**src/hdl/y2r_pkg.sv**
```systemverilog
// Package with types, constants and helpers for the YCbCr to RGB converter.
package y2r_pkg;

    // Width of the signed fixed-point accumulators (16-bit fraction).
    localparam int ACC_W = 27;

    // BT.601 studio-range coefficients, scaled by 2^16.
    localparam logic signed [ACC_W-1:0] COEF_Y    = 27'sd76309;
    localparam logic signed [ACC_W-1:0] COEF_CR_R = 27'sd104597;
    localparam logic signed [ACC_W-1:0] COEF_CB_G = 27'sd25675;
    localparam logic signed [ACC_W-1:0] COEF_CR_G = 27'sd53279;
    localparam logic signed [ACC_W-1:0] COEF_CB_B = 27'sd132201;

    // Offsets removed from luma and chroma samples.
    localparam logic signed [8:0] LUMA_OFFSET   = 9'sd16;
    localparam logic signed [8:0] CHROMA_OFFSET = 9'sd128;

    // Alpha byte value when alpha is enabled.
    localparam logic [7:0] ALPHA_OPAQUE = 8'hFF;

    // Configuration register indexes.
    localparam logic [1:0] REG_CHROMA_MODE  = 2'd0;
    localparam logic [1:0] REG_RED_FIRST    = 2'd1;
    localparam logic [1:0] REG_ALPHA_ENABLE = 2'd2;

    // Lane numbers in emission order for 4:2:0 (4:2:2 uses lanes 0 and 2).
    localparam int LANE_TL = 0;
    localparam int LANE_BL = 1;
    localparam int LANE_TR = 2;
    localparam int LANE_BR = 3;
    localparam int NUM_LANES = 4;

    // Configuration register set.
    typedef struct packed {
        logic chroma_mode;
        logic red_first;
        logic alpha_enable;
    } cfg_t;

    // One input request.
    typedef struct packed {
        logic [7:0] chroma_blue;
        logic [7:0] chroma_red;
        logic [7:0] luma_top_left;
        logic [7:0] luma_top_right;
        logic [7:0] luma_bottom_left;
        logic [7:0] luma_bottom_right;
    } in_item_t;

    // One output pixel.
    typedef struct packed {
        logic [7:0] first_byte;
        logic [7:0] second_byte;
        logic [7:0] third_byte;
        logic [7:0] alpha_byte;
        logic       bottom_row;
        logic       last_pixel;
    } out_pixel_t;

    // Color bytes of one pixel, already in output byte order.
    typedef struct packed {
        logic [7:0] first_byte;
        logic [7:0] second_byte;
        logic [7:0] third_byte;
    } rgb_t;

    // Registered chroma products shared by all lanes.
    typedef struct packed {
        logic signed [ACC_W-1:0] cr_red;
        logic signed [ACC_W-1:0] cb_green;
        logic signed [ACC_W-1:0] cr_green;
        logic signed [ACC_W-1:0] cb_blue;
    } chroma_terms_t;

    // Floor by 2^16 and saturate to 0..255.
    function automatic logic [7:0] sat8(input logic signed [ACC_W-1:0] acc);
        logic [7:0] res;
        if (acc[ACC_W-1]) begin
            res = 8'd0;
        end else if (|acc[ACC_W-2:24]) begin
            res = 8'hFF;
        end else begin
            res = acc[23:16];
        end
        return res;
    endfunction

endpackage

```
**src/hdl/y2r_chroma.sv**
```systemverilog
// Chroma stage: registers the four chroma products shared by the lanes.
module y2r_chroma (
    input  logic                       aclk,
    input  logic                       load,
    input  logic [7:0]                 chroma_blue,
    input  logic [7:0]                 chroma_red,
    output y2r_pkg::chroma_terms_t     terms
);

    logic signed [8:0]       dcb;
    logic signed [8:0]       dcr;
    y2r_pkg::chroma_terms_t  terms_reg;
    y2r_pkg::chroma_terms_t  terms_next;

    // Remove the chroma offset and form the four products.
    always_comb begin
        dcb = $signed({1'b0, chroma_blue}) - y2r_pkg::CHROMA_OFFSET;
        dcr = $signed({1'b0, chroma_red}) - y2r_pkg::CHROMA_OFFSET;
        terms_next.cr_red   = y2r_pkg::ACC_W'(dcr) * y2r_pkg::COEF_CR_R;
        terms_next.cb_green = y2r_pkg::ACC_W'(dcb) * y2r_pkg::COEF_CB_G;
        terms_next.cr_green = y2r_pkg::ACC_W'(dcr) * y2r_pkg::COEF_CR_G;
        terms_next.cb_blue  = y2r_pkg::ACC_W'(dcb) * y2r_pkg::COEF_CB_B;
    end

    // Products are captured when the request moves into this stage.
    always_ff @(posedge aclk) begin
        if (load) begin
            terms_reg <= terms_next;
        end
    end

    assign terms = terms_reg;

endmodule

```
**src/hdl/y2r_lane.sv**
```systemverilog
// One conversion lane: luma product, channel sums, saturation and byte order.
module y2r_lane (
    input  logic                    aclk,
    input  logic                    load,
    input  logic [7:0]              luma,
    input  y2r_pkg::chroma_terms_t  terms,
    input  y2r_pkg::cfg_t           cfg,
    output y2r_pkg::rgb_t           pixel
);

    logic signed [8:0]                dy;
    logic signed [y2r_pkg::ACC_W-1:0] yy_reg;
    logic signed [y2r_pkg::ACC_W-1:0] yy_next;
    logic signed [y2r_pkg::ACC_W-1:0] r_acc;
    logic signed [y2r_pkg::ACC_W-1:0] g_acc;
    logic signed [y2r_pkg::ACC_W-1:0] b_acc;
    logic [7:0]                       r_sat;
    logic [7:0]                       g_sat;
    logic [7:0]                       b_sat;

    // Scaled luma with the studio-range offset removed.
    always_comb begin
        dy      = $signed({1'b0, luma}) - y2r_pkg::LUMA_OFFSET;
        yy_next = y2r_pkg::ACC_W'(dy) * y2r_pkg::COEF_Y;
    end

    always_ff @(posedge aclk) begin
        if (load) begin
            yy_reg <= yy_next;
        end
    end

    // Channel sums from the registered luma and chroma products.
    always_comb begin
        r_acc = yy_reg + terms.cr_red;
        g_acc = yy_reg - terms.cb_green - terms.cr_green;
        b_acc = yy_reg + terms.cb_blue;
        r_sat = y2r_pkg::sat8(r_acc);
        g_sat = y2r_pkg::sat8(g_acc);
        b_sat = y2r_pkg::sat8(b_acc);
    end

    // Place red and blue according to the byte order.
    always_comb begin
        pixel.first_byte  = cfg.red_first ? r_sat : b_sat;
        pixel.second_byte = g_sat;
        pixel.third_byte  = cfg.red_first ? b_sat : r_sat;
    end

endmodule

```
**src/hdl/y2r_merge.sv**
```systemverilog
// Merge: holds a request's lane results; sends one per cycle when m_ready is high.
module y2r_merge (
    input  logic                                        aclk,
    input  logic                                        aresetn,
    input  logic                                        load,
    input  y2r_pkg::rgb_t [y2r_pkg::NUM_LANES-1:0]      lane_pix,
    input  y2r_pkg::cfg_t                               cfg,
    output logic                                        ready,
    output logic                                        m_valid,
    input  logic                                        m_ready,
    output y2r_pkg::out_pixel_t                         m_pixel
);

    y2r_pkg::rgb_t [y2r_pkg::NUM_LANES-1:0] pix_reg;
    logic                                   valid_reg;
    logic                                   valid_next;
    logic [1:0]                             idx_reg;
    logic [1:0]                             idx_next;
    logic                                   last;
    logic                                   take;

    // The last pixel is the bottom-right one in 4:2:0 and the right one in 4:2:2.
    assign last  = idx_reg[1] && (idx_reg[0] || !cfg.chroma_mode);
    assign take  = valid_reg && m_ready;
    assign ready = !valid_reg || (take && last);

    // Sequence through the lanes; 4:2:2 skips the bottom-row lanes.
    always_comb begin
        valid_next = valid_reg;
        idx_next   = idx_reg;
        if (load) begin
            valid_next = 1'b1;
            idx_next   = 2'd0;
        end else if (take && last) begin
            valid_next = 1'b0;
            idx_next   = 2'd0;
        end else if (take) begin
            idx_next = cfg.chroma_mode ? idx_reg + 2'd1 : idx_reg + 2'd2;
        end
    end

    always_ff @(posedge aclk) begin
        if (!aresetn) begin
            valid_reg <= 1'b0;
            idx_reg   <= 2'd0;
        end else begin
            valid_reg <= valid_next;
            idx_reg   <= idx_next;
        end
    end

    // Lane results are stored as a whole request.
    always_ff @(posedge aclk) begin
        if (load) begin
            pix_reg <= lane_pix;
        end
    end

    // Output pixel picked from the buffer by the sequence index.
    always_comb begin
        m_pixel.first_byte  = pix_reg[idx_reg].first_byte;
        m_pixel.second_byte = pix_reg[idx_reg].second_byte;
        m_pixel.third_byte  = pix_reg[idx_reg].third_byte;
        m_pixel.alpha_byte  = cfg.alpha_enable ? y2r_pkg::ALPHA_OPAQUE : 8'd0;
        m_pixel.bottom_row  = idx_reg[0];
        m_pixel.last_pixel  = last;
    end

    assign m_valid = valid_reg;

endmodule

```
**src/hdl/ycbcr_to_rgb_pixel_converter_core.sv**
```systemverilog
// Top level of the BT.601 YCbCr to RGB pixel converter.
//
// Usage: each request on the s_ channel carries one Cb/Cr pair and four luma
// samples. In 4:2:2 mode two pixels leave on the m_ channel (left, right); in
// 4:2:0 mode four leave (top-left, bottom-left, top-right, bottom-right).
// The last pixel of each request is flagged with last_pixel.
// Path: a taken request passes the input register, the product registers and
// the merge stage's pixel buffer before its first pixel is valid.
// Throughput: one pixel per cycle while m_ready is high, set by the pixel
// buffer in the merge stage; the input and product stages keep taking
// requests while it drains.
// Stall: when m_ready is low the current pixel holds, and the pipeline
// fills up to three requests before s_ready drops.
// Reset: aresetn is synchronous and active low; it empties the pipeline and
// sets 4:2:2 mode, blue-first byte order and alpha on.
// Configuration: cfg_wr_en writes bit 0 of cfg_wdata to register cfg_index
// (0 chroma mode, 1 red first, 2 alpha enable); write only while idle.
module ycbcr_to_rgb_pixel_converter_core (
    input  logic                  aclk,
    input  logic                  aresetn,
    input  logic                  cfg_wr_en,
    input  logic [1:0]            cfg_index,
    input  logic                  cfg_wdata,
    input  logic                  s_valid,
    output logic                  s_ready,
    input  y2r_pkg::in_item_t     s_item,
    output logic                  m_valid,
    input  logic                  m_ready,
    output y2r_pkg::out_pixel_t   m_pixel
);

    y2r_pkg::cfg_t                           cfg_reg;
    y2r_pkg::cfg_t                           cfg_next;
    y2r_pkg::in_item_t                       item_reg;
    logic                                    a_valid_reg;
    logic                                    a_valid_next;
    logic                                    b_valid_reg;
    logic                                    b_valid_next;
    logic                                    a_ready;
    logic                                    b_ready;
    logic                                    c_ready;
    logic                                    b_load;
    logic                                    c_load;
    y2r_pkg::chroma_terms_t                  terms;
    logic [y2r_pkg::NUM_LANES-1:0][7:0]      lane_luma;
    y2r_pkg::rgb_t [y2r_pkg::NUM_LANES-1:0]  lane_pix;

    // Configuration register writes; unknown indexes are ignored.
    always_comb begin
        cfg_next = cfg_reg;
        if (cfg_wr_en) begin
            unique case (cfg_index)
                y2r_pkg::REG_CHROMA_MODE:  cfg_next.chroma_mode  = cfg_wdata;
                y2r_pkg::REG_RED_FIRST:    cfg_next.red_first    = cfg_wdata;
                y2r_pkg::REG_ALPHA_ENABLE: cfg_next.alpha_enable = cfg_wdata;
                default:                   cfg_next = cfg_reg;
            endcase
        end
    end

    always_ff @(posedge aclk) begin
        if (!aresetn) begin
            cfg_reg <= '{chroma_mode: 1'b0, red_first: 1'b0, alpha_enable: 1'b1};
        end else begin
            cfg_reg <= cfg_next;
        end
    end

    // Ready chain through the input and product stages.
    assign b_ready = !b_valid_reg || c_ready;
    assign a_ready = !a_valid_reg || b_ready;
    assign s_ready = a_ready;
    assign b_load  = a_valid_reg && b_ready;
    assign c_load  = b_valid_reg && c_ready;

    always_comb begin
        a_valid_next = a_valid_reg;
        b_valid_next = b_valid_reg;
        if (s_valid && a_ready) begin
            a_valid_next = 1'b1;
        end else if (b_load) begin
            a_valid_next = 1'b0;
        end
        if (b_load) begin
            b_valid_next = 1'b1;
        end else if (c_load) begin
            b_valid_next = 1'b0;
        end
    end

    always_ff @(posedge aclk) begin
        if (!aresetn) begin
            a_valid_reg <= 1'b0;
            b_valid_reg <= 1'b0;
        end else begin
            a_valid_reg <= a_valid_next;
            b_valid_reg <= b_valid_next;
        end
    end

    // Input register for the accepted request.
    always_ff @(posedge aclk) begin
        if (s_valid && a_ready) begin
            item_reg <= s_item;
        end
    end

    // Chroma products shared by all lanes.
    y2r_chroma u_chroma (
        .aclk        (aclk),
        .load        (b_load),
        .chroma_blue (item_reg.chroma_blue),
        .chroma_red  (item_reg.chroma_red),
        .terms       (terms)
    );

    // Luma samples in emission order.
    assign lane_luma[y2r_pkg::LANE_TL] = item_reg.luma_top_left;
    assign lane_luma[y2r_pkg::LANE_BL] = item_reg.luma_bottom_left;
    assign lane_luma[y2r_pkg::LANE_TR] = item_reg.luma_top_right;
    assign lane_luma[y2r_pkg::LANE_BR] = item_reg.luma_bottom_right;

    // Four conversion lanes, one per luma sample.
    for (genvar i = 0; i < y2r_pkg::NUM_LANES; i++) begin : g_lane
        y2r_lane u_lane (
            .aclk  (aclk),
            .load  (b_load),
            .luma  (lane_luma[i]),
            .terms (terms),
            .cfg   (cfg_reg),
            .pixel (lane_pix[i])
        );
    end

    // Merge stage serializes the lane results onto the output channel.
    y2r_merge u_merge (
        .aclk     (aclk),
        .aresetn  (aresetn),
        .load     (c_load),
        .lane_pix (lane_pix),
        .cfg      (cfg_reg),
        .ready    (c_ready),
        .m_valid  (m_valid),
        .m_ready  (m_ready),
        .m_pixel  (m_pixel)
    );

`ifndef SYNTH
    // A taken request always lands in the input stage.
    a_take_lands: assert property (@(posedge aclk) disable iff (!aresetn)
        (s_valid && s_ready) |=> a_valid_reg)
        else $error("accepted request did not reach the input stage");

    // Packed 4:2:2 pixels always belong to the top row.
    a_422_top_row: assert property (@(posedge aclk) disable iff (!aresetn)
        (m_valid && !cfg_reg.chroma_mode) |-> !m_pixel.bottom_row)
        else $error("bottom row pixel in 4:2:2 mode");

    // With nothing waiting behind it, the last pixel empties the output.
    a_drain: assert property (@(posedge aclk) disable iff (!aresetn)
        (m_valid && m_ready && m_pixel.last_pixel && !b_valid_reg) |=> !m_valid)
        else $error("output stayed valid after its last pixel");

    // A product stage request moves on as soon as the output frees up.
    a_advance: assert property (@(posedge aclk) disable iff (!aresetn)
        (b_valid_reg && m_valid && m_ready && m_pixel.last_pixel) |=> m_valid)
        else $error("queued request was not moved to the output");
`endif

endmodule

```
**config.mk**
```make
export PLATFORM = sky130hd
export DESIGN_NAME = ycbcr_to_rgb_pixel_converter_core
export DESIGN_NICKNAME = d
export VERILOG_FILES = /design/src/hdl/y2r_pkg.sv /design/src/hdl/y2r_chroma.sv /design/src/hdl/y2r_lane.sv /design/src/hdl/y2r_merge.sv /design/src/hdl/ycbcr_to_rgb_pixel_converter_core.sv
export SDC_FILE = /design/constraint.sdc
export NUM_CORES = 2
export LEC_CHECK = 0
export BUFFER_PORTS_ARGS = -buffer_cell sky130_fd_sc_hd__clkbuf_2
export CORE_MARGIN = 4
export CORE_UTILIZATION = 60
export DETAILED_ROUTE_END_ITERATION = 10
export GPL_TIMING_DRIVEN = 1
export HOLD_SLACK_MARGIN = 0.12
export PLACE_DENSITY_LB_ADDON = 0.15
export SLEW_MARGIN = 20
export SYNTH_ARGS = -nofsm -noshare
export SYNTH_HDL_FRONTEND = slang
export SYNTH_SLANG_ARGS = --single-unit
```
**constraint.sdc**
```tcl
create_clock -name aclk -period 37.4 [get_ports aclk]
set_input_delay 0 -clock aclk [delete_from_list [all_inputs] [get_ports aclk]]
set_output_delay 0 -clock aclk [all_outputs]
set_load 0.03 [all_outputs]
```
==> results_dict.tcl <==
set metrics [dict create \
    p_leak_uw 0.0214 \
    die_y_um 270 \
    multiInputGateArea_mm2 0.0284 \
    grt_max_degree 135 \
    finalSetupViolCount 0 \
    vias 30100 \
    yosysMostFrequentCell "ha_1" \
    clock-sinks 363 \
    final_area_mm2 0.0451 \
    n_fill_cell 5262 \
    drt_iter0_drc 2451 \
    dr.pass1.iters 8 \
    clkTransAtPathRegs_ps 60 \
    peakVddDrop_v 0.0000465 \
    wl_per_cell_um 21.9 \
    synth-edff-count 355 \
    power_frac_comb_pct 62.1 \
    powerDensity_mw_per_mm2 66.7 \
    layout-drive-gt1-share_pct 5.98 \
    holdWs_ps 145 \
    drc 0 \
    rows 95 \
    slowest_delay_ps 850 \
    track_usage_pct 29.8 \
    io_pins 92 \
    routed_wl_mm 108 \
    hold_class "primary input to flop" \
    worst-path-max-fanout 20 \
    synth_cell_type_count 96 \
    insertion_delay_ps 590 \
    place_area_mm2 0.0427 \
    fmax_mhz 157 \
    yosys.area.top_type_share_pct 27.9 \
    p_switching_uw 1380 \
    clockBufferDepth 3 \
    seq_area_frac_synth_pct 26.3 \
    worstPathArrival_ps 6670 \
    overflow 0 \
    fin_crit_ps 6370 \
    synth_nets 5077 \
    hpwl_mm 88.0 \
    pre_cts_slack_ps 31140 \
    die_area_mm2 0.0729 \
    dp.cells 4774 \
    cts_buffers 44 \
    vias_per_cell 6.07 \
    synthToLayoutAreaGrowth_pct 9.57 \
    cts_tree "yes" \
    port_buffers 91 \
    htreeDepth 2 \
    ys_async_sr_fraction_pct 0 \
    antenna_found_initial 1 \
    syn_area_mm2 0.0412 \
    die_w_um 270 \
    rsz0062_at_grt "false" \
    drv_slew 0 \
    tns_ps 0 \
    final.setup.worst_slack_ps 31030 \
    finalCritPeriodShare_pct 17.0 \
    synth.avg_cell_area_um2 10.7 \
    p_int_uw 1630 \
    seq_area_mm2 0.0108 \
    gp_congestion 0.988 \
    worst_setup_path_start_kind "flop" \
    crit_chain "inv_1 > ha_1 > inv_1 > ha_1 > fa_1 > inv_1 > fa_1 > inv_1 > ha_1 > ha_1 > a21o_1 > a21oi_1 > o21ai_0 > a221oi_1 > a2111oi_0 > o311ai_0 > a21oi_1 > nor2_1 > xnor2_1" \
    hold_violations 0 \
    largest_reg_flops 108 \
    syn_inst 3833 \
    grt_pass1_vias 29400 \
    end_kind "flop" \
    synth_area_leaders "ha_1 28%, edfxtp_1 26%, fa_1 13%" \
    tightest_slew_ps 1070 \
    fin_nets 5287 \
    p_clk_share_pct 14.7 \
    relSlewSlack_pct 28.9 \
    required_ps 37690 \
    crit_slowest_cell "a2111oi_0" \
    finalNonFillerCells 4952 \
    finalClockSkew_ps 17.7 \
    cts-root-buf "clkbuf_16" \
    power_frac_seq_pct 23.2 \
    fp.coreArea_mm2 0.0676 \
    postCtsSetupRepairBufs 0 \
    maxCapViolCount 0 \
    synthTopCellsByCount "918 x ha_1, 481 x inv_1, 355 x edfxtp_1" \
    detail-route-antenna-nets 0 \
    critPathKind "flop to flop" \
    synth_top_cell_by_area "ha_1" \
    yosysWarningCount 0 \
    initial_core_util_pct 60.9 \
    grt_pass1_wl_mm 169 \
    p_sw_share_pct 45.8 \
    run_status "finished, final reports clean" \
    synthFlopType "edfxtp_1" \
    ys_ff_latch 363 \
]
-- logic make-up (layout without fill, tap and decap cells) --
family | count (synthesis) | after routing | synth area share, %
xor gates and xnor gates | 242 | 242 | 5.17
and+or+nand+nor | 703 | 703 | 8.38
AOI/OAI and AO/OA | 790 | 790 | 12.8
adders and majority gates | 1188 | 1188 | 41.0
buffers and inverters | 511 | 756 | 4.78
DFF | 363 | 363 | 26.3
muxes | 36 | 36 | 1.60
other | 0 | 1 | 0
-- path summary, 6_finish.rpt --
path	slack (ps)	depth (start not counted)	to	startpoint
setup / recovery	31030	19	u_chroma.terms[51]	item_reg[39]
hold reg to reg	550	2	cfg_reg[2]	cfg_reg[2]
setup reg to reg	31030	19	u_chroma.terms[51]	item_reg[39]
hold / removal	150	2	item_reg[30]	s_item[30]
-- critical path, delay by kind of cell (launching register included) --
kind	cells	cell delay, ps
fa+ha+maj	6	2270
simple gates	1	70
xor+xnor	1	120
buf+inv	4	950
flops	1	520
compound gates	7	2180
-- per-layer routing --
| layer | track usage, % | part of all wire (%) |
|---|---|---|
| met2 | 47.5 | 45 |
| met5 | 0 | 0 |
| met3 | 4.49 | 6.9 |
| met4 | 10.6 | 4.3 |
| met1 | 41.7 | 44 |
-- layout make-up --
class / count / area share, %
diodes: 1 / 0.00555
clock buffers: 50 / 2.60
clock inverters: 31 / 0.704
inverters: 481 / 4.00
multi-input cells: 2959 / 63.0
flip-flops and latches: 363 / 24.0
well taps: 873 / 2.42
repair buffers: 194 / 3.28
-- power by group through the flow --
stage / Clock [uW] / Sequential (uW) / Combinational [uW]
6_report: 442 / 698 / 1870
5_1_grt: 468 / 698 / 2100
4_1_cts: 452 / 696 / 1840
3_5_place_dp: 0 / 703 / 1810
3_3_place_gp: 0 / 704 / 1780
2_1_floorplan: 0 / 637 / 1380
-- placed cells by master (no fill, tap or decap), drive strengths merged, types with 12 or more instances in the layout --
cell / instances
ha: 918
inv: 489
edfxtp: 355
fa: 270
a21oi: 224
nor2: 198
xnor2: 151
o21ai: 141
clkbuf: 141
nand2: 131
dlygate4sd3: 96
a21o: 91
xor2: 91
nor3: 91
nand3: 67
nand2b: 35
a211oi: 30
and3: 29
o21a: 29
o22ai: 28
nor2b: 27
o21bai: 25
mux4: 24
a31oi: 24
or3: 24
and2: 23
o211ai: 22
nand4: 20
o32ai: 18
clkinv: 15
a31o: 14
o31ai: 13
nor4: 13
mux2i: 12
a2111oi: 12
or2: 12
-- what timing repair did --
action / CTS / global route
resized for setup: 0 / 0
hold buffers: 96 / 0
setup endpoints to repair: 0 / 0
endpoints found under the hold margin: 56 / 0
-- stage by stage --
| step | util, % | total power [uW] |
|---|---|---|
| floorplan | - | 2020 |
| global placement | 63.1 | 2490 |
| detailed placement | 63.1 | 2510 |
| CTS | 66.7 | 2990 |
| global route | 66.7 | 3260 |
| finish | 66.7 | 3010 |
Power figures use the tool's default switching activity.
